## src/chpd_pkg.sv

```systemverilog
// shared types, constants and lookup tables for the hotplug decision block
package chpd_pkg;

    localparam int FRAC_BITS_DEF = 11;
    localparam int MAX_CORES_DEF = 4;

    localparam int TIME_W  = 32;
    localparam int AVG_W   = 20;
    localparam int RUN_W   = 16;
    localparam int CNT_W   = 3;
    localparam int GATE_W  = 16;
    localparam int DIV_W   = 5;
    localparam int DEC_W   = 2;
    localparam int TH_W    = 5;
    localparam int DWELL_W = 8;
    localparam int PADDR_W = 4;
    localparam int PDATA_W = 32;

    // input tdata layout, lowest bit first
    localparam int IN_NOW_LSB    = 0;
    localparam int IN_AVG_LSB    = IN_NOW_LSB + TIME_W;
    localparam int IN_RUN_LSB    = IN_AVG_LSB + AVG_W;
    localparam int IN_ONLINE_LSB = IN_RUN_LSB + RUN_W;
    localparam int IN_BITS       = IN_ONLINE_LSB + CNT_W;
    localparam int IN_TDATA_W    = ((IN_BITS + 7) / 8) * 8;

    localparam int OUT_BITS      = DEC_W + CNT_W;
    localparam int OUT_TDATA_W   = ((OUT_BITS + 7) / 8) * 8;

    // threshold shifts for the normal and power-saving rows
    localparam int SHIFT_NORMAL = 4;
    localparam int SHIFT_SAVING = 1;

    localparam logic [TH_W-1:0] SAVING_ROW_TH = TH_W'(5);

    localparam logic [CNT_W-1:0]  CORE_LIMIT_RST = CNT_W'(4);
    localparam logic [GATE_W-1:0] BOOT_GATE_RST  = '0;
    localparam logic [DIV_W-1:0]  HYST_DIV_RST   = DIV_W'(2);

    typedef enum logic [1:0] {
        REG_CORE_LIMIT = 2'd0,
        REG_BOOT_GATE  = 2'd1,
        REG_HYST_DIV   = 2'd2
    } reg_idx_t;

    typedef enum logic [DEC_W-1:0] {
        DEC_IDLE = 2'd0,
        DEC_DOWN = 2'd1,
        DEC_UP   = 2'd2
    } decision_t;

    typedef struct packed {
        logic [CNT_W-1:0]  core_limit;
        logic [GATE_W-1:0] boot_gate_ms;
        logic [DIV_W-1:0]  hyst_div;
    } cfg_t;

    typedef struct packed {
        logic load;
        logic accum;
        logic step;
        logic decide;
    } cmd_t;

    typedef struct packed {
        logic gated;
        logic walk_done;
        logic out_free;
    } status_t;

    function automatic logic [TH_W-1:0] normal_row(input logic [1:0] idx);
        logic [TH_W-1:0] v;
        case (idx)
            2'd0:    v = TH_W'(5);
            2'd1:    v = TH_W'(6);
            2'd2:    v = TH_W'(7);
            default: v = '0;
        endcase
        return v;
    endfunction

    // 16 / div with zero treated as one
    function automatic logic [TH_W-1:0] hyst_normal(input logic [DIV_W-1:0] d);
        logic [TH_W-1:0] v;
        case (d) inside
            5'd0, 5'd1:    v = TH_W'(16);
            5'd2:          v = TH_W'(8);
            5'd3:          v = TH_W'(5);
            5'd4:          v = TH_W'(4);
            5'd5:          v = TH_W'(3);
            [5'd6:5'd8]:   v = TH_W'(2);
            [5'd9:5'd16]:  v = TH_W'(1);
            default:       v = '0;
        endcase
        return v;
    endfunction

    // 2 / div with zero treated as one
    function automatic logic [TH_W-1:0] hyst_saving(input logic [DIV_W-1:0] d);
        logic [TH_W-1:0] v;
        case (d) inside
            5'd0, 5'd1: v = TH_W'(2);
            5'd2:       v = TH_W'(1);
            default:    v = '0;
        endcase
        return v;
    endfunction

    function automatic logic [TH_W-1:0] run_thresh(input logic [2:0] idx);
        logic [TH_W-1:0] v;
        case (idx)
            3'd0:    v = TH_W'(12);
            3'd1:    v = TH_W'(0);
            3'd2:    v = TH_W'(19);
            3'd3:    v = TH_W'(11);
            3'd4:    v = TH_W'(19);
            3'd5:    v = TH_W'(10);
            3'd6:    v = TH_W'(0);
            3'd7:    v = TH_W'(19);
            default: v = '0;
        endcase
        return v;
    endfunction

    function automatic logic [DWELL_W-1:0] dwell_thresh(input logic [2:0] idx);
        logic [DWELL_W-1:0] v;
        case (idx)
            3'd0:    v = DWELL_W'(140);
            3'd1:    v = DWELL_W'(0);
            3'd2:    v = DWELL_W'(140);
            3'd3:    v = DWELL_W'(190);
            3'd4:    v = DWELL_W'(140);
            3'd5:    v = DWELL_W'(190);
            3'd6:    v = DWELL_W'(0);
            3'd7:    v = DWELL_W'(190);
            default: v = '0;
        endcase
        return v;
    endfunction

endpackage

```

## src/chpd_regs.sv

```systemverilog
// configuration register file behind the apb port
module chpd_regs
    import chpd_pkg::*;
(
    input  logic               aclk,
    input  logic               aresetn,
    input  logic               psel,
    input  logic               penable,
    input  logic               pwrite,
    input  logic [PADDR_W-1:0] paddr,
    input  logic [PDATA_W-1:0] pwdata,
    output logic [PDATA_W-1:0] prdata,
    output logic               pready,
    output cfg_t               cfg
);

    cfg_t       cfg_reg;
    cfg_t       cfg_next;
    logic       wr_en;
    logic [1:0] reg_sel;

    assign pready  = 1'b1;
    assign wr_en   = psel && penable && pwrite && pready;
    assign reg_sel = paddr[3:2];

    always_comb begin
        cfg_next = cfg_reg;
        if (wr_en) begin
            case (reg_sel)
                REG_CORE_LIMIT: cfg_next.core_limit   = pwdata[CNT_W-1:0];
                REG_BOOT_GATE:  cfg_next.boot_gate_ms = pwdata[GATE_W-1:0];
                REG_HYST_DIV:   cfg_next.hyst_div     = pwdata[DIV_W-1:0];
                default:        cfg_next = cfg_reg;
            endcase
        end
    end

    always_ff @(posedge aclk) begin
        if (!aresetn) begin
            cfg_reg.core_limit   <= CORE_LIMIT_RST;
            cfg_reg.boot_gate_ms <= BOOT_GATE_RST;
            cfg_reg.hyst_div     <= HYST_DIV_RST;
        end else begin
            cfg_reg <= cfg_next;
        end
    end

    always_comb begin
        case (reg_sel)
            REG_CORE_LIMIT: prdata = PDATA_W'(cfg_reg.core_limit);
            REG_BOOT_GATE:  prdata = PDATA_W'(cfg_reg.boot_gate_ms);
            REG_HYST_DIV:   prdata = PDATA_W'(cfg_reg.hyst_div);
            default:        prdata = '0;
        endcase
    end

    assign cfg = cfg_reg;

endmodule

```

## src/chpd_dpath.sv

```systemverilog
// datapath: sample registers, threshold walk, dwell accumulator and result register
module chpd_dpath
    import chpd_pkg::*;
#(
    parameter int FRAC_BITS = FRAC_BITS_DEF,
    parameter int MAX_CORES = MAX_CORES_DEF
) (
    input  logic                   aclk,
    input  logic                   aresetn,
    input  cfg_t                   cfg,
    input  cmd_t                   cmd,
    output status_t                status,
    input  logic [IN_TDATA_W-1:0]  s_tdata,
    input  logic                   s_tuser,
    output logic                   m_tvalid,
    input  logic                   m_tready,
    output logic [OUT_TDATA_W-1:0] m_tdata
);

    localparam int SH_NORMAL = FRAC_BITS - SHIFT_NORMAL;
    localparam int SH_SAVING = FRAC_BITS - SHIFT_SAVING;
    localparam int TSH_W     = TH_W + SH_SAVING;
    localparam int CMP_W     = (TSH_W > AVG_W) ? TSH_W : AVG_W;

    localparam logic [CNT_W-1:0] MAX_CNT    = CNT_W'(MAX_CORES);
    localparam logic [CNT_W-1:0] CNT_NORMAL = CNT_W'(MAX_CORES);
    localparam logic [CNT_W-1:0] CNT_SAVING = CNT_W'((MAX_CORES < 2) ? MAX_CORES : 2);

    // sample
    logic [TIME_W-1:0] now_reg;
    logic [AVG_W-1:0]  avg_reg;
    logic [RUN_W-1:0]  run_reg;
    logic [CNT_W-1:0]  online_reg;
    logic              lp_reg;

    // per-item work
    logic              gated_reg;
    logic [TH_W-1:0]   hyst_reg;
    logic [CNT_W-1:0]  n_reg;

    // state kept between items
    logic [CNT_W-1:0]  last_req_reg;
    logic [CNT_W-1:0]  last_req_next;
    logic [TIME_W-1:0] acc_reg;
    logic [TIME_W-1:0] acc_next;
    logic [TIME_W-1:0] prev_reg;
    logic              first_reg;

    // result
    logic              out_valid_reg;
    logic              out_valid_next;
    decision_t         out_dec_reg;
    logic [CNT_W-1:0]  out_req_reg;

    logic              gate_hit;
    logic [TIME_W-1:0] elapsed;
    logic [TIME_W:0]   acc_sum;
    logic [TIME_W-1:0] acc_sat;

    logic [CNT_W-1:0]  count;
    logic [TH_W-1:0]   row_val;
    logic [TH_W-1:0]   th;
    logic [CMP_W-1:0]  th_sh;
    logic              below;
    logic              walk_done;

    logic [1:0]        row_m1;
    logic [TH_W-1:0]   up_run;
    logic [TH_W-1:0]   dn_run;
    logic [DWELL_W-1:0] up_dwell;
    logic [DWELL_W-1:0] dn_dwell;
    decision_t         dec_next;
    logic              acc_clear;

    // ---- accumulate stage ----
    assign gate_hit = now_reg <= TIME_W'(cfg.boot_gate_ms);
    assign elapsed  = first_reg ? '0 : (now_reg - prev_reg);
    assign acc_sum  = {1'b0, acc_reg} + {1'b0, elapsed};
    assign acc_sat  = acc_sum[TIME_W] ? '1 : acc_sum[TIME_W-1:0];

    // ---- threshold walk, one row entry per cycle ----
    assign count   = lp_reg ? CNT_SAVING : CNT_NORMAL;
    assign row_val = lp_reg ? SAVING_ROW_TH : normal_row(2'(n_reg - CNT_W'(1)));
    assign th      = row_val + ((last_req_reg <= n_reg) ? hyst_reg : TH_W'(0));
    assign th_sh   = CMP_W'(th) << (lp_reg ? SH_SAVING : SH_NORMAL);
    assign below   = CMP_W'(avg_reg) <= th_sh;
    assign walk_done = (n_reg >= count) || below;

    // ---- decision ----
    assign row_m1   = (online_reg > MAX_CNT) ? 2'(MAX_CNT - CNT_W'(1))
                                             : 2'(online_reg - CNT_W'(1));
    assign up_run   = run_thresh({row_m1, 1'b0});
    assign dn_run   = run_thresh({row_m1, 1'b1});
    assign up_dwell = dwell_thresh({row_m1, 1'b0});
    assign dn_dwell = dwell_thresh({row_m1, 1'b1});

    always_comb begin
        dec_next  = DEC_IDLE;
        acc_clear = 1'b0;
        if (online_reg != '0) begin
            if (online_reg < cfg.core_limit && run_reg >= RUN_W'(up_run)) begin
                if (acc_reg >= TIME_W'(up_dwell) && online_reg < n_reg) begin
                    dec_next = DEC_UP;
                end
            end else if (online_reg > CNT_W'(1) && run_reg <= RUN_W'(dn_run)) begin
                if (acc_reg >= TIME_W'(dn_dwell) && online_reg > n_reg) begin
                    dec_next = DEC_DOWN;
                end
            end else begin
                acc_clear = 1'b1;
            end
        end else begin
            acc_clear = 1'b1;
        end
    end

    always_comb begin
        acc_next      = acc_reg;
        last_req_next = last_req_reg;
        if (cmd.accum && !gate_hit) begin
            acc_next = acc_sat;
        end
        if (cmd.decide && !gated_reg) begin
            last_req_next = n_reg;
            if (acc_clear || dec_next != DEC_IDLE) begin
                acc_next = '0;
            end
        end
    end

    always_comb begin
        out_valid_next = out_valid_reg;
        if (cmd.decide) begin
            out_valid_next = 1'b1;
        end else if (m_tready) begin
            out_valid_next = 1'b0;
        end
    end

    always_ff @(posedge aclk) begin
        if (!aresetn) begin
            last_req_reg  <= '0;
            acc_reg       <= '0;
            prev_reg      <= '0;
            first_reg     <= 1'b1;
            out_valid_reg <= 1'b0;
            gated_reg     <= 1'b0;
            n_reg         <= CNT_W'(1);
        end else begin
            last_req_reg  <= last_req_next;
            acc_reg       <= acc_next;
            out_valid_reg <= out_valid_next;
            if (cmd.load) begin
                n_reg <= CNT_W'(1);
            end else if (cmd.step && !walk_done) begin
                n_reg <= n_reg + CNT_W'(1);
            end
            if (cmd.accum) begin
                gated_reg <= gate_hit;
                if (!gate_hit) begin
                    prev_reg  <= now_reg;
                    first_reg <= 1'b0;
                end
            end
        end
    end

    // payload registers
    always_ff @(posedge aclk) begin
        if (cmd.load) begin
            now_reg    <= s_tdata[IN_NOW_LSB +: TIME_W];
            avg_reg    <= s_tdata[IN_AVG_LSB +: AVG_W];
            run_reg    <= s_tdata[IN_RUN_LSB +: RUN_W];
            online_reg <= s_tdata[IN_ONLINE_LSB +: CNT_W];
            lp_reg     <= s_tuser;
        end
        if (cmd.accum) begin
            hyst_reg <= lp_reg ? hyst_saving(cfg.hyst_div) : hyst_normal(cfg.hyst_div);
        end
        if (cmd.decide) begin
            out_dec_reg <= gated_reg ? DEC_IDLE : dec_next;
            out_req_reg <= gated_reg ? '0 : n_reg;
        end
    end

    assign status.gated     = gated_reg;
    assign status.walk_done = walk_done;
    assign status.out_free  = !out_valid_reg || m_tready;

    assign m_tvalid = out_valid_reg;
    assign m_tdata  = OUT_TDATA_W'({out_req_reg, out_dec_reg});

    // any up or down decision leaves the dwell timer cleared
    assert property (@(posedge aclk) disable iff (!aresetn)
        cmd.decide && !gated_reg && dec_next != DEC_IDLE |=> acc_reg == '0)
        else $error("dwell accumulator not cleared after a core change");

    // a gated item reports idle and zero cores
    assert property (@(posedge aclk) disable iff (!aresetn)
        cmd.decide && gated_reg |=> out_dec_reg == DEC_IDLE && out_req_reg == '0)
        else $error("gated item produced a non-idle result");

    // the walk never runs past the end of the selected row
    assert property (@(posedge aclk) disable iff (!aresetn)
        cmd.step |-> n_reg <= count)
        else $error("threshold walk ran past its row");

    assert property (@(posedge aclk) disable iff (!aresetn)
        m_tvalid |-> out_req_reg <= MAX_CNT)
        else $error("required core count above the core maximum");

endmodule

```

## src/chpd_ctrl.sv

```systemverilog
// controller: sequences load, accumulate, threshold walk and decision for each item
module chpd_ctrl
    import chpd_pkg::*;
(
    input  logic    aclk,
    input  logic    aresetn,
    input  logic    s_tvalid,
    output logic    s_tready,
    input  status_t status,
    output cmd_t    cmd
);

    typedef enum logic [3:0] {
        ST_IDLE   = 4'b0001,
        ST_ACCUM  = 4'b0010,
        ST_WALK   = 4'b0100,
        ST_DECIDE = 4'b1000
    } state_t;

    state_t state_reg;
    state_t state_next;

    assign s_tready = (state_reg == ST_IDLE);

    always_comb begin
        cmd.load   = s_tvalid && s_tready;
        cmd.accum  = (state_reg == ST_ACCUM);
        cmd.step   = (state_reg == ST_WALK);
        cmd.decide = (state_reg == ST_DECIDE) && status.out_free;
    end

    always_comb begin
        state_next = state_reg;
        case (state_reg)
            ST_IDLE: begin
                if (cmd.load) begin
                    state_next = ST_ACCUM;
                end
            end
            ST_ACCUM: begin
                state_next = ST_WALK;
            end
            ST_WALK: begin
                if (status.gated || status.walk_done) begin
                    state_next = ST_DECIDE;
                end
            end
            ST_DECIDE: begin
                if (status.out_free) begin
                    state_next = ST_IDLE;
                end
            end
            default: state_next = ST_IDLE;
        endcase
    end

    always_ff @(posedge aclk) begin
        if (!aresetn) begin
            state_reg <= ST_IDLE;
        end else begin
            state_reg <= state_next;
        end
    end

endmodule

```

## src/core_hotplug_decision.sv

```systemverilog
// top level of the run-queue core hotplug decision block
// Each accepted sample yields exactly one result item. After acceptance the
// item goes through the accumulate step, then walks the threshold row (one
// row entry per cycle, stopping at the first entry the average queue length
// does not exceed, with a closing step when no entry holds it), and then the
// decision step; a new sample is accepted only once the current item has been
// decided. The result sits in an output register and the block returns to
// accept the next item as soon as that register is free.
// Samples at or before the boot gate report idle with zero required cores and
// leave the state kept between items untouched. Configuration is written
// through the apb port; the user must write it only while idle, and the
// block itself does not enforce this.
module core_hotplug_decision
    import chpd_pkg::*;
#(
    parameter int FRAC_BITS = FRAC_BITS_DEF,
    parameter int MAX_CORES = MAX_CORES_DEF
) (
    input  logic                   aclk,
    input  logic                   aresetn,
    // apb configuration
    input  logic                   psel,
    input  logic                   penable,
    input  logic                   pwrite,
    input  logic [PADDR_W-1:0]     paddr,
    input  logic [PDATA_W-1:0]     pwdata,
    output logic [PDATA_W-1:0]     prdata,
    output logic                   pready,
    // sample input
    input  logic                   s_tvalid,
    output logic                   s_tready,
    input  logic [IN_TDATA_W-1:0]  s_tdata,  // now_ms, avg_queue_fixed, running_figure, cores_online
    input  logic                   s_tuser,  // low_power
    // decision output
    output logic                   m_tvalid,
    input  logic                   m_tready,
    output logic [OUT_TDATA_W-1:0] m_tdata   // decision, cores_required
);

    cfg_t    cfg;
    cmd_t    cmd;
    status_t status;

    chpd_regs u_regs (
        .aclk    (aclk),
        .aresetn (aresetn),
        .psel    (psel),
        .penable (penable),
        .pwrite  (pwrite),
        .paddr   (paddr),
        .pwdata  (pwdata),
        .prdata  (prdata),
        .pready  (pready),
        .cfg     (cfg)
    );

    chpd_ctrl u_ctrl (
        .aclk     (aclk),
        .aresetn  (aresetn),
        .s_tvalid (s_tvalid),
        .s_tready (s_tready),
        .status   (status),
        .cmd      (cmd)
    );

    chpd_dpath #(
        .FRAC_BITS (FRAC_BITS),
        .MAX_CORES (MAX_CORES)
    ) u_dpath (
        .aclk     (aclk),
        .aresetn  (aresetn),
        .cfg      (cfg),
        .cmd      (cmd),
        .status   (status),
        .s_tdata  (s_tdata),
        .s_tuser  (s_tuser),
        .m_tvalid (m_tvalid),
        .m_tready (m_tready),
        .m_tdata  (m_tdata)
    );

endmodule
```

## config.mk

```make
export PLATFORM = sky130hd
export DESIGN_NAME = core_hotplug_decision
export DESIGN_NICKNAME = d
export VERILOG_FILES = /design/src/chpd_pkg.sv /design/src/chpd_regs.sv /design/src/chpd_dpath.sv /design/src/chpd_ctrl.sv /design/src/core_hotplug_decision.sv
export SDC_FILE = /design/constraint.sdc
export NUM_CORES = 1
export LEC_CHECK = 0
export BUFFER_PORTS_ARGS = -buffer_cell sky130_fd_sc_hd__buf_4
export CAP_MARGIN = 10
export CORE_UTILIZATION = 40
export DETAILED_ROUTE_END_ITERATION = 8
export PLACE_DENSITY = 0.71
export RECOVER_POWER = 50
export SETUP_SLACK_MARGIN = 0.02
export SLEW_MARGIN = 20
export SYNTH_ARGS = -nofsm -noshare
export SYNTH_HDL_FRONTEND = slang
export SYNTH_SLANG_ARGS = --single-unit
```

## constraint.sdc

```tcl
create_clock -name aclk -period 9.74 [get_ports aclk]
set_input_delay 0.487 -clock aclk [delete_from_list [all_inputs] [get_ports aclk]]
set_output_delay 0.487 -clock aclk [all_outputs]
set_load 0.05 [all_outputs]
```

# Yosys cells after proc, flatten, opt, wreduce, memory -nomap -nowiden
# Index checks and enable logic that the tools add are counted.
totals:
  ram_bits: 0
  n_memories: 0
  output_inout_bits: 43
  romBits: 0
  regBits: 183
  latch_bits: 0
  in_bits: 116
  elab_cells: 142
op_classes:
  addsub: 6
  n_div: 0
  n_mux: 40
  bitwise: 2
  order_cmp: 17
  reduce_logical: 38
  eq_ne: 19
  shift: 1
  mul: 0
op_table:
  columns: ["cell", "n"]
  rows:
  - ["2-to-1 mux 32 bit", 5]
  - [">= comparator 32 x 8 -> 1 bit", 2]
  - ["case mux 16 bit (3 select lines)", 1]
  - ["2-to-1 mux 5 bit", 9]
  - ["adder 32 x 32 -> 33 bit", 1]
  - ["less-or-equal comparator 32 x 16 -> 1 bit", 1]
  - ["case mux 8 bit (2 select lines)", 2]
  - ["<< shifter 5 x 32 -> 20 bit", 1]
  - ["subtractor 32 bit", 1]
  - ["less-or-equal comparator 20 bit", 1]
  - ["case mux 5 bit (4 select lines)", 1]
  - [">= comparator 16 x 5 -> 1 bit", 1]
  - ["less-or-equal comparator 16 x 5 -> 1 bit", 1]
  - ["2-to-1 mux 4 bit", 4]
  - ["case mux 4 bit (4 select lines)", 1]
  - ["case mux 5 bit (3 select lines)", 1]
  - ["logical AND 1 bit", 13]
  - ["== test 5 x 2 -> 1 bit, second input constant", 2]
  - ["== test 5 x 3 -> 1 bit, second input constant", 2]
  - ["2-to-1 mux 2 bit", 5]
  - ["case mux 3 bit (3 select lines)", 1]
  - ["== test 2 bit, second input constant", 4]
  - ["2-to-1 mux 1 bit", 8]
  - ["AND reduction 2 bit", 4]
  - ["other kinds (32)", 51]

# Depth between registers and ports, before layout
# Gate-level depths: netlist (run 1).
logic_depth:
  ltp_word: 15
  mapped_depth: 24
  depth_no_buf: 24

# By module
# A second synthesis (run 1) with hierarchy kept.
hier_totals:
  cells_unflattened: 1282
  hier_area_um2: 12120.4
modules_own_cells:
  columns: ["module", "seq_area_each_um2", "cells_each", "instances", "area_each_um2"]
  rows:
  - ["chpd_dpath", 3923.8, 1109, 1, 10575.1]
  - ["chpd_regs", 480.5, 147, 1, 1292.5]
  - ["chpd_ctrl", 80.1, 26, 1, 252.7]

# Worst setup path after synthesis (run 1)
# Ideal clock, no wire load.
synth_timing:
  path_kind: "reg2reg"
  from: "reg u_dpath.now_reg[2]"
  to: "reg u_dpath.acc_reg[29]"
  slack_ps: 5440
  setup_ps: 124
  stages_incl_launch_ff: 21
  synth_period_minus_slack_ps: 4300
  path_buffers: 0
  t_arrival_ps: 4176
  required_time_ps: 9616
  cell_sequence: "edfxtp_1 -> ha_1 -> nor2b_1 -> o31a_1 -> o21ai_0 -> a21oi_1 -> a21o_1 -> a21o_1 -> a21oi_1 -> xor2_1 -> nor2_1 -> ha_1 -> and4_1 -> a41o_1 -> a221oi_2 -> o21ai_1 -> a2111oi_2 -> o31ai_1 -> a21oi_1 -> xor2_1 -> a21oi_2"
synth_via:
  elab_chain_len: 7
  word_cells_on_any_way: 10
  classes_between: "2 x add/sub; 1 x order compare; 5 x mux; 2 x reduce/logical"
synth_rtl:
  columns: ["item", "line_no", "rtl"]
  rows:
  - ["start: declaration", "chpd_dpath.sv:30", "logic [TIME_W-1:0] now_reg;"]
  - ["start signal: assignment", "chpd_dpath.sv:171", "now_reg <= s_tdata[IN_NOW_LSB +: TIME_W];"]
  - ["subtractor 32 bit", "chpd_dpath.sv:77", "assign elapsed = first_reg ? '0 : (now_reg - prev_reg);"]
  - ["2-to-1 mux 32 bit", "chpd_dpath.sv:77", null]
  - ["adder 32 x 32 -> 33 bit", "chpd_dpath.sv:78", "assign acc_sum = {1'b0, acc_reg} + {1'b0, elapsed};"]
  - ["2-to-1 mux 32 bit", "chpd_dpath.sv:79", "assign acc_sat = acc_sum[TIME_W] ? '1 : acc_sum[TIME_W-1:0];"]
  - ["2-to-1 mux 32 bit *", "chpd_dpath.sv:120", "if (cmd.accum && !gate_hit) begin"]
  - ["2-to-1 mux 32 bit", "chpd_dpath.sv:125", "if (acc_clear || dec_next != DEC_IDLE) begin"]
  - ["2-to-1 mux 32 bit *", "chpd_dpath.sv:123", "if (cmd.decide && !gated_reg) begin"]
  - ["end signal: assignment", "chpd_dpath.sv:151", "acc_reg <= acc_next;"]
  - ["end: declaration", "chpd_dpath.sv:44", "logic [TIME_W-1:0] acc_reg;"]
# Every way passes the cells marked *; elsewhere a longest branch is shown, timed or not.
# A chain may end at the register's enable or synchronous reset.

# Worst setup path in the final report (run 1)
layout_timing:
  from: "reg u_dpath.now_reg[0]"
  to: "reg u_dpath.acc_reg[29]"
# The elaborated chain is that of the path after synthesis.

==> results.rst, run 1 <==
.. list-table::
   :header-rows: 1

   * - Metric
     - Value
   * - Status
     - complete, but fails checks
   * - Failing checks
     - max-capacitance violations, max-slew violations
   * - Setup repair after global routing missed its margin
     - false
   * - GRT overflow
     - 0
   * - Worst Path Required
     - approximately 10,000 ps
   * - Number of buffers inserted to repair setup after CTS
     - 0
   * - Combinational share of power
     - 28.4%
   * - Post-synthesis area per instance
     - between 9 and 10 µm²
   * - EDFF count, synth
     - between 80 and 90
   * - Wire length of the first global-routing pass
     - about 47,000 µm
   * - Sequential cell fraction of total power
     - between 40% and 50%
   * - Clk Latency, worst-skew pair
     - 450 ps
   * - Arrival time of data at the critical path endpoint
     - 5510 ps
   * - Net switching component of the power
     - 762.5 µW
   * - Placement Cell Area
     - approximately 13,000 µm²
   * - Residual antenna-violating net count after detailed routing
     - 0
   * - Fraction of the mapped netlist area in compound gates
     - between 20% and 30%
   * - Clock tree from TritonCTS
     - built
   * - Synth cell types
     - 85
   * - Vias per Instance
     - between 5 and 6
   * - Number of optimization iterations in the first detailed-route pass
     - 5
   * - Max-slew headroom
     - -78.27%
   * - Count of standard-cell rows
     - 63
   * - Worst Max-Slew Pin Slew
     - between 2000 and 3000 ps
   * - Slowest stage cell on the critical path
     - sky130_fd_sc_hd__a2111oi_2
   * - Final period util
     - 53.23%
   * - CTS H-Tree Depth
     - 4
   * - Number of instances in the synthesized netlist
     - roughly 1,300
   * - Crit-path leading delay family
     - compound AO/OA/AOI/OAI gates
   * - Hold violation total from the final report
     - 0
   * - DRC Markers
     - 0
   * - Total CTS buffers
     - 17
   * - Seq/Total Area, Yosys
     - a little under two fifths
   * - Setup tns final
     - 0 ps
   * - Combinational family with the most area after synthesis
     - compound AO/OA/AOI/OAI gates
   * - Post-CTS Resized
     - 0
   * - Max Buffers Root-to-Sink
     - 2
   * - Multiplexer area fraction after synthesis
     - under 10%
   * - Total routing usage reported by global routing
     - between 10% and 20%
   * - Num ports
     - ~160
   * - Floorplan die width
     - roughly 180 µm
   * - Final worst path period need
     - 5184 ps
   * - Synth Area in Simple Gates
     - 17.31%
   * - Number of global-route vias before repair
     - between 9,000 and 10,000
   * - Final count of negative-setup-slack endpoints
     - 0
   * - Routed wire per std cell
     - about 16 µm
   * - Starting Density
     - between 40% and 50%
   * - Fin area
     - between 10,000 and 15,000 µm²
   * - Maximum fanout along the worst path
     - 5
   * - Fraction of layout cells with a size suffix above 1
     - between 10% and 20%
   * - Critical path's largest stage delay
     - 500 ps
   * - Int Pwr
     - 1474 µW
   * - Worst-path cell chain
     - inv_1 -> ha_1 -> fa_1 -> nor2b_1 -> o31a_1 -> o311ai_1 -> o211ai_1 -> o21a_1 -> o21ai_0 -> nor2b_1 -> nor3_1 -> ha_1 -> a21o_1 -> a21o_1 -> a21oi_1 -> o41ai_1 -> a2111oi_2 -> o31ai_1 -> a21oi_1 -> xor2_1 -> a21oi_2
   * - Vias
     - 9,726
   * - Total of flip-flops plus latches after synthesis
     - ~180
   * - Clk sinks
     - between 150 and 200
   * - Power per cell area
     - 162.3 nW/µm²
   * - Synthesized-area fraction occupied by adder cells
     - about 14%
   * - Vert. Die Dim
     - approximately 180 µm
   * - Switching Share
     - between 30% and 40%
   * - Asr flop ratio synth
     - 0%
   * - Largest net degree at the start of global routing
     - roughly 70
   * - Antenna fix cells
     - 0
   * - Root buf cell
     - sky130_fd_sc_hd__clkbuf_16
   * - Static Leakage
     - 0.005632 µW
   * - Clock skew after layout
     - roughly 18 ps
   * - Max rail drop VDD
     - 0.0001445 V
   * - Sum of net half-perimeters after detailed placement
     - around 21,000 µm
   * - Worst setup path class
     - flop to flop
   * - Most frequently used flop master after synthesis
     - sky130_fd_sc_hd__dfxtp_1
   * - Worst path bufs/invs
     - 1
   * - Final wirelength
     - 28,660 µm
   * - Post-synthesis instance area
     - between 10,000 and 15,000 µm²
   * - Number of warnings printed during yosys synthesis
     - 0
   * - Maximum clock frequency
     - 0.1929 GHz
   * - Max-cap violation count
     - 1
   * - Iteration-0 DRC Markers
     - about 730
   * - Xor/xnor share of the synthesized area
     - roughly 3.7%
   * - Total of hold buffers inserted after clock tree synthesis
     - 0
   * - Antenna violations before repair
     - 0
   * - Sort of element at the start of the critical path
     - flop
   * - Routability Congestion
     - around 0.90
   * - Standard cell core area
     - 29,720 µm²
   * - Port buffer count
     - between 100 and 150
   * - Final #Nets
     - roughly 1,700
   * - Power share of the clock group
     - ~29%
   * - Die outline area
     - a little over 30,000 µm²
   * - Fin. max-slew vios
     - 50
   * - Area growth, synth to finish
     - 13.68%
   * - Clock-pin slew on the worst setup and hold paths
     - about 80 ps
   * - Class of the tightest hold or removal check
     - input port to flop
   * - Crit. End Element
     - flop
## final cells by class
class	count	area, µm²
well taps	390	488.0
inverters	105	396.6
clock buffers	20	436.7
repair buffers	123	867.1
multi-input cells	1010	7015
fillers	2816	15930
clock inverters	12	95.09
flip-flops and latches	183	4484
## per-layer routing
metal / share of wire [%] / wire, µm / track usage [%]
met5: 0 / 0 / 0
met4: 1.7 / 501 / 5.109
met3: 4.8 / 1390 / 3.531
met2: 46 / 13090 / 30.25
met1: 48 / 13680 / 25.52
## path summary, 6_finish.rpt
kind,cells past startpoint,start,endpoint,slack [ps]
worst min register to register,2,u_regs.cfg[18]$_SDFFE_PN0P_,u_regs.cfg[18]$_SDFFE_PN0P_,480
worst max register to register,21,u_dpath.now_reg[0]$_DFFE_PP_,u_dpath.acc_reg[29]$_SDFF_PN0_,4560
worst max-delay path,21,u_dpath.now_reg[0]$_DFFE_PP_,u_dpath.acc_reg[29]$_SDFF_PN0_,4560
worst min-delay path,1,s_tdata[58],u_dpath.run_reg[6]$_DFFE_PP_,220
## worst reg2reg max path, delay by kind of cell, from the launching register on
family,cells,cell delay (ps)
and+or+nand+nor,3,570
DFF,1,390
AOI/OAI and AO/OA,13,3040
adders and majority gates,3,770
buffers and inverters,1,100
xor gates and xnor gates,1,210
## layout by cell type (no fill, tap or decap), types with 31 or more instances in the layout
master,n
sky130_fd_sc_hd__nor2b_1,62
sky130_fd_sc_hd__a21o_1,42
sky130_fd_sc_hd__ha_1,127
sky130_fd_sc_hd__dfxtp_1,101
sky130_fd_sc_hd__o21ai_1,31
sky130_fd_sc_hd__inv_1,104
sky130_fd_sc_hd__a21oi_1,94
sky130_fd_sc_hd__nor2_1,110
sky130_fd_sc_hd__edfxtp_1,82
sky130_fd_sc_hd__nand2_1,89
sky130_fd_sc_hd__buf_4,40
sky130_fd_sc_hd__o21ai_0,46
sky130_fd_sc_hd__clkbuf_4,68
## through the flow
step	util [%]	std cells	worst slack (ps)	power (µW)	hold slack, ps
6_report	46.38	1843	4556	2237	225.0
4_1_cts	46.59	1843	4642	2251	187.5
5_1_grt	46.38	1843	4235	2360	201.6
3_5_place_dp	44.80	1811	4659	1594	472.9
2_1_floorplan	-	1359	5440	1430	443.5
3_3_place_gp	44.80	1811	4741	1576	455.3
## power by group through the flow
stage	Sequential [µW]	Combinational, µW	Clock [µW]
4_1_cts	945	638	668
3_5_place_dp	961	632	0
3_3_place_gp	960	616	0
2_1_floorplan	938	491	0
6_report	948	636	653
5_1_grt	957	712	692
## cell usage after synthesis, types with 3 or more instances
cell type,number,share of area [%]
sky130_fd_sc_hd__a21o_1,42,2.6
sky130_fd_sc_hd__nand2b_1,20,1.0
sky130_fd_sc_hd__nor3b_1,3,0.19
sky130_fd_sc_hd__mux2i_1,16,1.3
sky130_fd_sc_hd__a41oi_1,3,0.22
sky130_fd_sc_hd__xor2_1,22,1.6
sky130_fd_sc_hd__o21ai_1,31,1.3
sky130_fd_sc_hd__o21bai_1,11,0.68
sky130_fd_sc_hd__buf_6,3,0.28
sky130_fd_sc_hd__nor2_1,110,3.4
sky130_fd_sc_hd__fa_1,3,0.50
sky130_fd_sc_hd__nand3b_1,3,0.19
sky130_fd_sc_hd__buf_2,4,0.17
sky130_fd_sc_hd__inv_1,104,3.2
sky130_fd_sc_hd__o31a_1,3,0.22
sky130_fd_sc_hd__nor4_1,16,0.83
sky130_fd_sc_hd__and3_1,7,0.36
sky130_fd_sc_hd__xnor2_1,29,2.1
sky130_fd_sc_hd__ha_1,127,13
sky130_fd_sc_hd__or2_2,6,0.31
sky130_fd_sc_hd__nand2_1,89,2.8
sky130_fd_sc_hd__o31ai_1,6,0.37
sky130_fd_sc_hd__dfxtp_1,101,17
sky130_fd_sc_hd__nor2b_1,62,3.2
sky130_fd_sc_hd__edfxtp_1,82,20
sky130_fd_sc_hd__or4_1,3,0.19
sky130_fd_sc_hd__clkbuf_1,30,0.93
sky130_fd_sc_hd__a21oi_1,94,3.9
sky130_fd_sc_hd__nor4b_1,3,0.22
sky130_fd_sc_hd__buf_4,20,1.2
sky130_fd_sc_hd__a21boi_0,24,1.5
sky130_fd_sc_hd__o211ai_1,7,0.43
sky130_fd_sc_hd__or3_1,5,0.26
sky130_fd_sc_hd__a211o_1,6,0.43
sky130_fd_sc_hd__and2_1,20,1.0
sky130_fd_sc_hd__nand4_1,15,0.77
sky130_fd_sc_hd__o21ai_0,46,1.9
sky130_fd_sc_hd__nor3_1,20,0.83
sky130_fd_sc_hd__a211oi_1,9,0.56
sky130_fd_sc_hd__o21a_1,17,1.1
sky130_fd_sc_hd__a21oi_2,27,2.0
sky130_fd_sc_hd__nand3_1,17,0.70
sky130_fd_sc_hd__a31oi_1,9,0.46
## cell families (layout without fill, tap and decap cells)
logic type,count (synthesis),after routing
AND/OR/NAND/NOR,412,412
multiplexers,19,19
other,2,26
AO/OA/AOI/OAI,372,372
XOR/XNOR,51,51
adder cells (fa/ha/maj),130,130
flip-flops,183,183
buffers and inverters,166,260
Power figures use the tool's default switching activity.
==> run 2: changes to the inputs <==
==> constraint.sdc (replaced) <==
create_clock -name aclk -period 5.4 [get_ports aclk]
set_input_delay 0.27 -clock aclk [delete_from_list [all_inputs] [get_ports aclk]]
set_output_delay 0.27 -clock aclk [all_outputs]
set_load 0.05 [all_outputs]
==> results.rst, run 2 (synthesized netlist as in run 1, its figures left out) <==
.. list-table::
   :header-rows: 1

   * - Metric
     - Value
   * - Vias
     - 10,140 (+4.2%)
   * - Number of fill cells
     - 2,697 (-4.2%)
   * - Port buffer count
     - 119 (unchanged)
   * - Total routing usage reported by global routing
     - 19.56% (+0.80 points)
   * - Final count of negative-setup-slack endpoints
     - 0 (unchanged)
   * - Max rail drop VDD
     - 0.0002571 V (+78%)
   * - Wire length of the first global-routing pass
     - 48,400 µm (+3.9%)
   * - Total CTS buffers
     - 17 (unchanged)
   * - Vert. Die Dim
     - 176.1 µm (unchanged)
   * - Final setup margin
     - 392.5 ps (-4163 ps)
   * - DP Worst Slack
     - 421.2 ps (-4238 ps)
   * - Residual antenna-violating net count after detailed routing
     - 0 (unchanged)
   * - Routability Congestion
     - 0.8964 (-0.36%)
   * - Class of the tightest hold or removal check
     - input port to flop
   * - CTS H-Tree Depth
     - 4 (unchanged)
   * - Clock tree from TritonCTS
     - built
   * - Standard cell core area
     - 29,720 µm² (unchanged)
   * - Placement Cell Area
     - 13,320 µm² (about the same)
   * - Maximum fanout along the worst path
     - 28 (+23)
   * - Worst Path Required
     - 5720 ps (-4350 ps)
   * - Max-slew headroom
     - -50.78% (+27 points)
   * - Status
     - complete, but fails checks
   * - Tot Pwr
     - 4237 µW (+89%)
   * - Final worst path period need
     - 5007 ps (-177.0 ps)
   * - Largest net degree at the start of global routing
     - 69 (unchanged)
   * - Sort of element at the start of the critical path
     - flop
   * - Worst Max-Slew Pin Slew
     - 2249 ps (-424.6 ps)
   * - Sum of net half-perimeters after detailed placement
     - 21,510 µm (+0.93%)
   * - Number of global-route vias before repair
     - 9,754 (+4.3%)
   * - Final period util
     - 92.73% (+40 points)
   * - Iteration-0 DRC Markers
     - 617 (-16%)
   * - Die outline area
     - 31,010 µm² (unchanged)
   * - Antenna fix cells
     - 0 (unchanged)
   * - Routed wire per std cell
     - 15.82 µm (+1.7%)
   * - Arrival time of data at the critical path endpoint
     - 5320 ps (-190 ps)
   * - Static Leakage
     - 0.005916 µW (+5.0%)
   * - Antenna violations before repair
     - 0 (unchanged)
   * - Starting Density
     - 40.80% (unchanged)
   * - Number of buffers inserted to repair setup after CTS
     - 0 (unchanged)
   * - Maximum clock frequency
     - 0.1997 GHz (+3.5%)
   * - Clock-pin slew on the worst setup and hold paths
     - 80 ps (about the same)
   * - Num ports
     - 159 (unchanged)
   * - Max-cap violation count
     - 1 (unchanged)
   * - Vias per Instance
     - 5.305 (+0.52%)
   * - Fraction of layout cells with a size suffix above 1
     - 12.56% (-0.52 points)
   * - DRC Markers
     - 0 (unchanged)
   * - Final wirelength
     - 30,230 µm (+5.5%)
   * - Root buf cell
     - sky130_fd_sc_hd__clkbuf_16
   * - Most common cell after layout, fill and taps aside
     - sky130_fd_sc_hd__ha_1
   * - Clock skew after layout
     - 20.30 ps (+2.115 ps)
   * - Fin area
     - 14,540 µm² (+5.5%)
   * - Failing checks
     - max-capacitance violations, max-slew violations
   * - Clk Latency, worst-skew pair
     - 460 ps (about the same)
   * - Hold violation total from the final report
     - 0 (unchanged)
   * - Count of standard-cell rows
     - 63 (unchanged)
   * - Max Buffers Root-to-Sink
     - 2 (unchanged)
   * - Power per cell area
     - 291.4 nW/µm² (+80%)
   * - Clk sinks
     - 183 (unchanged)
   * - Final #Nets
     - 1,754 (+4.0%)
   * - Worst setup path class
     - flop to flop
   * - Floorplan die width
     - 176.1 µm (unchanged)
   * - GRT overflow
     - 0 (unchanged)
   * - Commonest cells after routing, fill and taps aside
     - sky130_fd_sc_hd__ha_1, sky130_fd_sc_hd__nor2_1, sky130_fd_sc_hd__inv_1, sky130_fd_sc_hd__dfxtp_1, sky130_fd_sc_hd__a21oi_1
   * - Fin. max-slew vios
     - 51 (+2.0%)
   * - Number of optimization iterations in the first detailed-route pass
     - 5 (unchanged)
   * - Area growth, synth to finish
     - 19.96%
   * - Crit. End Element
     - flop
## run 2: cell types whose count changed in the layout (fill, tap and decap cells not counted), sizes merged
cell,before,now
buf,40,37
bufinv,0,3
clkbuf,103,106
clkinv,6,4
clkinvlp,1,2
dlygate4sd3,0,67
inv,110,109
## run 2: worst paths after layout
check | startpoint | to | slack, ps | depth (start not counted)
worst min register to register | u_dpath.last_req_reg[2]$_SDFFE_PN0P_ | u_dpath.last_req_reg[2]$_SDFFE_PN0P_ | 480 | 2
worst min-delay path | pwdata[1] | u_regs.cfg[1]$_SDFFE_PN1P_ | 70 | 3
worst max-delay path | u_dpath.now_reg[1]$_DFFE_PP_ | u_dpath.acc_reg[31]$_SDFF_PN0_ | 390 | 20
worst max register to register | u_dpath.now_reg[1]$_DFFE_PP_ | u_dpath.acc_reg[31]$_SDFF_PN0_ | 390 | 20
## run 2: repair_timing
action | 4_1_cts | 5_1_grt
gates resized for setup | 0 | 4
setup endpoints to repair | 0 | 10
endpoints found under the hold margin | 67 | 0
hold buffers | 67 | 0
## run 2: cell type report
cell class | instances | area, µm² | area share, %
well taps | 390 | 488.0 | 3.355
multi-input cells | 1010 | 7043 | 48.43
repair buffers | 191 | 1523 | 10.47
clock inverters | 13 | 165.2 | 1.136
inverters | 105 | 397.9 | 2.736
clock buffers | 19 | 442.9 | 3.045
flip-flops and latches | 183 | 4484 | 30.83
## run 2: per-stage QoR
| step | TNS [ps] | hold slack [ps] | cells | util (%) |
|---|---|---|---|---|
| 2_1_floorplan | 0 | 368.9 | 1359 | - |
| 3_3_place_gp | 0 | 448.7 | 1812 | 44.83 |
| 3_5_place_dp | 0 | 449.3 | 1812 | 44.83 |
| 4_1_cts | 0 | 2.449 | 1911 | 49.13 |
| 5_1_grt | -10.27 | 70.84 | 1911 | 48.94 |
| 6_report | 0 | 69.88 | 1911 | 48.94 |
## run 2: report_power, final
group          internal (µW)  switching [µW]
Sequential              1610             110
Combinational            490             703
Clock                    747             581
Total                   2840            1390
## run 2: worst max-delay path, cell delays in order, from the launching register on
cell	delay (ps)
sky130_fd_sc_hd__edfxtp_1	460
sky130_fd_sc_hd__ha_1	300
sky130_fd_sc_hd__nor2b_1	120
sky130_fd_sc_hd__o21a_1	130
sky130_fd_sc_hd__o21ai_0	100
sky130_fd_sc_hd__a21o_1	210
sky130_fd_sc_hd__o211ai_1	430
sky130_fd_sc_hd__nand3b_1	270
sky130_fd_sc_hd__o21ai_2	280
sky130_fd_sc_hd__a41oi_1	160
sky130_fd_sc_hd__mux2_2	320
sky130_fd_sc_hd__ha_1	360
sky130_fd_sc_hd__a21oi_1	170
sky130_fd_sc_hd__nor2_1	50
sky130_fd_sc_hd__o21ai_0	190
sky130_fd_sc_hd__o211ai_1	130
sky130_fd_sc_hd__a21oi_1	150
sky130_fd_sc_hd__o311a_1	240
sky130_fd_sc_hd__nand2_2	220
sky130_fd_sc_hd__inv_4	460
sky130_fd_sc_hd__a21oi_1	120
## run 2: routing by layer
layer	GRT usage, %	part of all wire [%]	vias up
met1	25.71	47	4732
met4	6.630	2.3	0
li1	-	-	5068
met5	0	0	-
met2	32.53	47	283
met3	3.058	4.3	54
==> run 3: changes to the inputs <==
==> constraint.sdc (replaced) <==
create_clock -name aclk -period 6 [get_ports aclk]
set_input_delay 0.3 -clock aclk [delete_from_list [all_inputs] [get_ports aclk]]
set_output_delay 0.3 -clock aclk [all_outputs]
set_load 0.05 [all_outputs]
==> results.rst, run 3 (synthesized netlist as in run 1, its figures left out) <==
.. list-table::
   :header-rows: 1

   * - Metric
     - Value
   * - Max-slew headroom
     - 28.36% (+79 points)
   * - Clk Latency, worst-skew pair
     - 450 ps (about the same)
   * - Final Hold Slack
     - 45.50 ps (-24.38 ps)
   * - Antenna violations before repair
     - 0 (unchanged)
   * - Most common cell after layout, fill and taps aside
     - sky130_fd_sc_hd__ha_1
   * - Iteration-0 DRC Markers
     - 636 (+3.1%)
   * - Power per cell area
     - 264.5 nW/µm² (-9.2%)
   * - Clk sinks
     - 183 (unchanged)
   * - Total CTS buffers
     - 17 (unchanged)
   * - Port buffer count
     - 119 (unchanged)
   * - Max Buffers Root-to-Sink
     - 2 (unchanged)
   * - Wire length of the first global-routing pass
     - 46,480 µm (-4.0%)
   * - Sequential cell fraction of total power
     - 42.1% (+1.6 points)
   * - Hold violation total from the final report
     - 0 (unchanged)
   * - Status
     - completed
   * - Wire length on met2
     - 12,670 µm (-10%)
   * - Final wirelength
     - 28,360 µm (-6.2%)
   * - Final worst path period need
     - 5098 ps (+90.52 ps)
   * - Number of fill cells
     - 2,833 (+5.0%)
   * - Residual antenna-violating net count after detailed routing
     - 0 (unchanged)
   * - Antenna fix cells
     - 0 (unchanged)
   * - Number of buffers inserted to repair setup after CTS
     - 0 (unchanged)
   * - Maximum fanout along the worst path
     - 28 (unchanged)
   * - Detailed-routing wirelength on met1
     - 13,700 µm (-2.9%)
   * - Num ports
     - 159 (unchanged)
   * - Power share of the clock group
     - 29.7% (-1.7 points)
   * - Setup repair after global routing missed its margin
     - false
   * - Starting Density
     - 40.80% (unchanged)
   * - Maximum clock frequency
     - 0.1962 GHz (-1.8%)
   * - Number of optimization iterations in the first detailed-route pass
     - 5 (unchanged)
   * - Die outline area
     - 31,010 µm² (unchanged)
   * - Root buf cell
     - sky130_fd_sc_hd__clkbuf_16
   * - Vert. Die Dim
     - 176.1 µm (unchanged)
   * - Standard cell core area
     - 29,720 µm² (unchanged)
   * - Highest Signal Layer
     - met4
   * - Total routing usage reported by global routing
     - 18.64% (-0.92 points)
   * - Routability Congestion
     - 0.8972 (about the same)
   * - Clock-pin slew on the worst setup and hold paths
     - 70 ps (about the same)
   * - Setup tns final
     - 0 ps (unchanged)
   * - Final period util
     - 84.97% (-7.8 points)
   * - Max rail drop VDD
     - 0.0002153 V (-16%)
   * - Seq. cell area
     - 4484 µm² (unchanged)
   * - Switching Share
     - 33.19% (+0.29 points)
   * - Worst Path Required
     - 6300 ps (+580 ps)
   * - Commonest cells after routing, fill and taps aside
     - sky130_fd_sc_hd__ha_1, sky130_fd_sc_hd__nor2_1, sky130_fd_sc_hd__inv_1, sky130_fd_sc_hd__dfxtp_1, sky130_fd_sc_hd__a21oi_1
   * - Met3 wire length
     - 1445 µm (+11%)
   * - Max-cap violation count
     - 0 (-1)
   * - Tot Pwr
     - 3650 µW (-14%)
   * - Worst setup path class
     - flop to flop
   * - GRT overflow
     - 0 (unchanged)
   * - Clock skew after layout
     - 13.47 ps (-6.826 ps)
   * - Area growth, synth to finish
     - 13.85%
   * - Arrival time of data at the critical path endpoint
     - 5400 ps (+80 ps)
   * - Sum of net half-perimeters after detailed placement
     - 21,170 µm (-1.6%)
   * - Final count of negative-setup-slack endpoints
     - 0 (unchanged)
   * - Number of global-route vias before repair
     - 9,324 (-4.4%)
   * - Int Pwr
     - 2439 µW (-14%)
   * - Worst Max-Slew Pin Slew
     - 1072 ps (-1177 ps)
   * - Post-CTS Resized
     - 0 (unchanged)
   * - CTS H-Tree Depth
     - 4 (unchanged)
   * - Sort of element at the start of the critical path
     - flop
   * - Combinational share of power
     - 28.3% (about the same)
   * - Net switching component of the power
     - 1212 µW (-13%)
   * - Crit. End Element
     - flop
   * - Routed wire per std cell
     - 15.39 µm (-2.7%)
   * - Largest net degree at the start of global routing
     - 69 (unchanged)
   * - Total of hold buffers inserted after clock tree synthesis
     - 0 (-100%)
   * - Clock tree from TritonCTS
     - built
   * - Static Leakage
     - 0.005623 µW (-5.0%)
   * - Final #Nets
     - 1,686 (-3.9%)
   * - Vias
     - 9,753 (-3.8%)
   * - Final cell utilization of the core
     - 46.45% (-2.5 points)
   * - Fraction of layout cells with a size suffix above 1
     - 12.94% (+0.38 points)
   * - Class of the tightest hold or removal check
     - input port to flop
   * - Area of combinational cells with multiple inputs
     - 7015 µm² (-0.39%)
   * - DRC Markers
     - 0 (unchanged)
   * - Floorplan die width
     - 176.1 µm (unchanged)
   * - Vias per Instance
     - 5.292 (-0.24%)
   * - Fin. max-slew vios
     - 0 (-100%)
   * - Count of standard-cell rows
     - 63 (unchanged)
## run 3: worst max-delay path, cell delays in order, from the launching register on
cell and delay [ps]:
sky130_fd_sc_hd__edfxtp_1 350, sky130_fd_sc_hd__inv_1 60, sky130_fd_sc_hd__ha_1 200, sky130_fd_sc_hd__fa_1 380, sky130_fd_sc_hd__nor2b_1 220, sky130_fd_sc_hd__o31a_1 200, sky130_fd_sc_hd__o311ai_1 110, sky130_fd_sc_hd__o211ai_1 350
sky130_fd_sc_hd__o21a_1 230, sky130_fd_sc_hd__o211ai_1 160, sky130_fd_sc_hd__a31oi_1 260, sky130_fd_sc_hd__nor3_1 80, sky130_fd_sc_hd__nor3_1 300, sky130_fd_sc_hd__ha_1 350, sky130_fd_sc_hd__inv_1 90, sky130_fd_sc_hd__nor2_1 50
sky130_fd_sc_hd__o21ai_0 200, sky130_fd_sc_hd__o211ai_1 130, sky130_fd_sc_hd__a21oi_1 170, sky130_fd_sc_hd__o311a_1 250, sky130_fd_sc_hd__nand2_2 210, sky130_fd_sc_hd__inv_4 450, sky130_fd_sc_hd__a21oi_1 120
## run 3: power by group through the flow
stage | combinational [µW] | clock (µW) | sequential [µW]
3_3_place_gp | 1000 | 0 | 1560
3_5_place_dp | 1030 | 0 | 1560
4_1_cts | 1030 | 1110 | 1530
2_1_floorplan | 798 | 0 | 1520
6_report | 1030 | 1080 | 1540
5_1_grt | 1160 | 1150 | 1550
## run 3: layout make-up
type                            count  share of cell area (%)
Multi-Input combinational cell   1010                   50.83
Sequential cell                   183                   32.49
Timing Repair Buffer              123                   6.282
Tap cell                          390                   3.535
Clock buffer                       22                   3.290
Inverter                          105                   2.873
Clock inverter                     10                  0.7070
## run 3: final timing paths
| kind | slack (ps) | end | start | cells past startpoint |
|---|---|---|---|---|
| setup / recovery | 900 | u_dpath.acc_reg[31]$_SDFF_PN0_ | u_dpath.now_reg[0]$_DFFE_PP_ | 22 |
| hold / removal | 50 | u_dpath.run_reg[3]$_DFFE_PP_ | s_tdata[55] | 1 |
| setup reg to reg | 900 | u_dpath.acc_reg[31]$_SDFF_PN0_ | u_dpath.now_reg[0]$_DFFE_PP_ | 22 |
| hold reg to reg | 480 | u_regs.cfg[16]$_SDFFE_PN0P_ | u_regs.cfg[16]$_SDFFE_PN0P_ | 2 |
## run 3: per-stage QoR
stage | cells | worst slack, ps | area (µm²)
5_1_grt | 1843 | 487.6 | 13800
2_1_floorplan | 1359 | 1700 | 12210
4_1_cts | 1843 | 953.6 | 13870
6_report | 1843 | 902.0 | 13800
3_5_place_dp | 1811 | 971.9 | 13310
3_3_place_gp | 1811 | 1140 | 13310
## run 3: layer usage
layer | vias up | global-route usage, %
li1 | 4935 | -
met1 | 4545 | 25.21
met2 | 235 | 29.54
met3 | 38 | 4.048
met4 | 0 | 5.725
met5 | - | 0
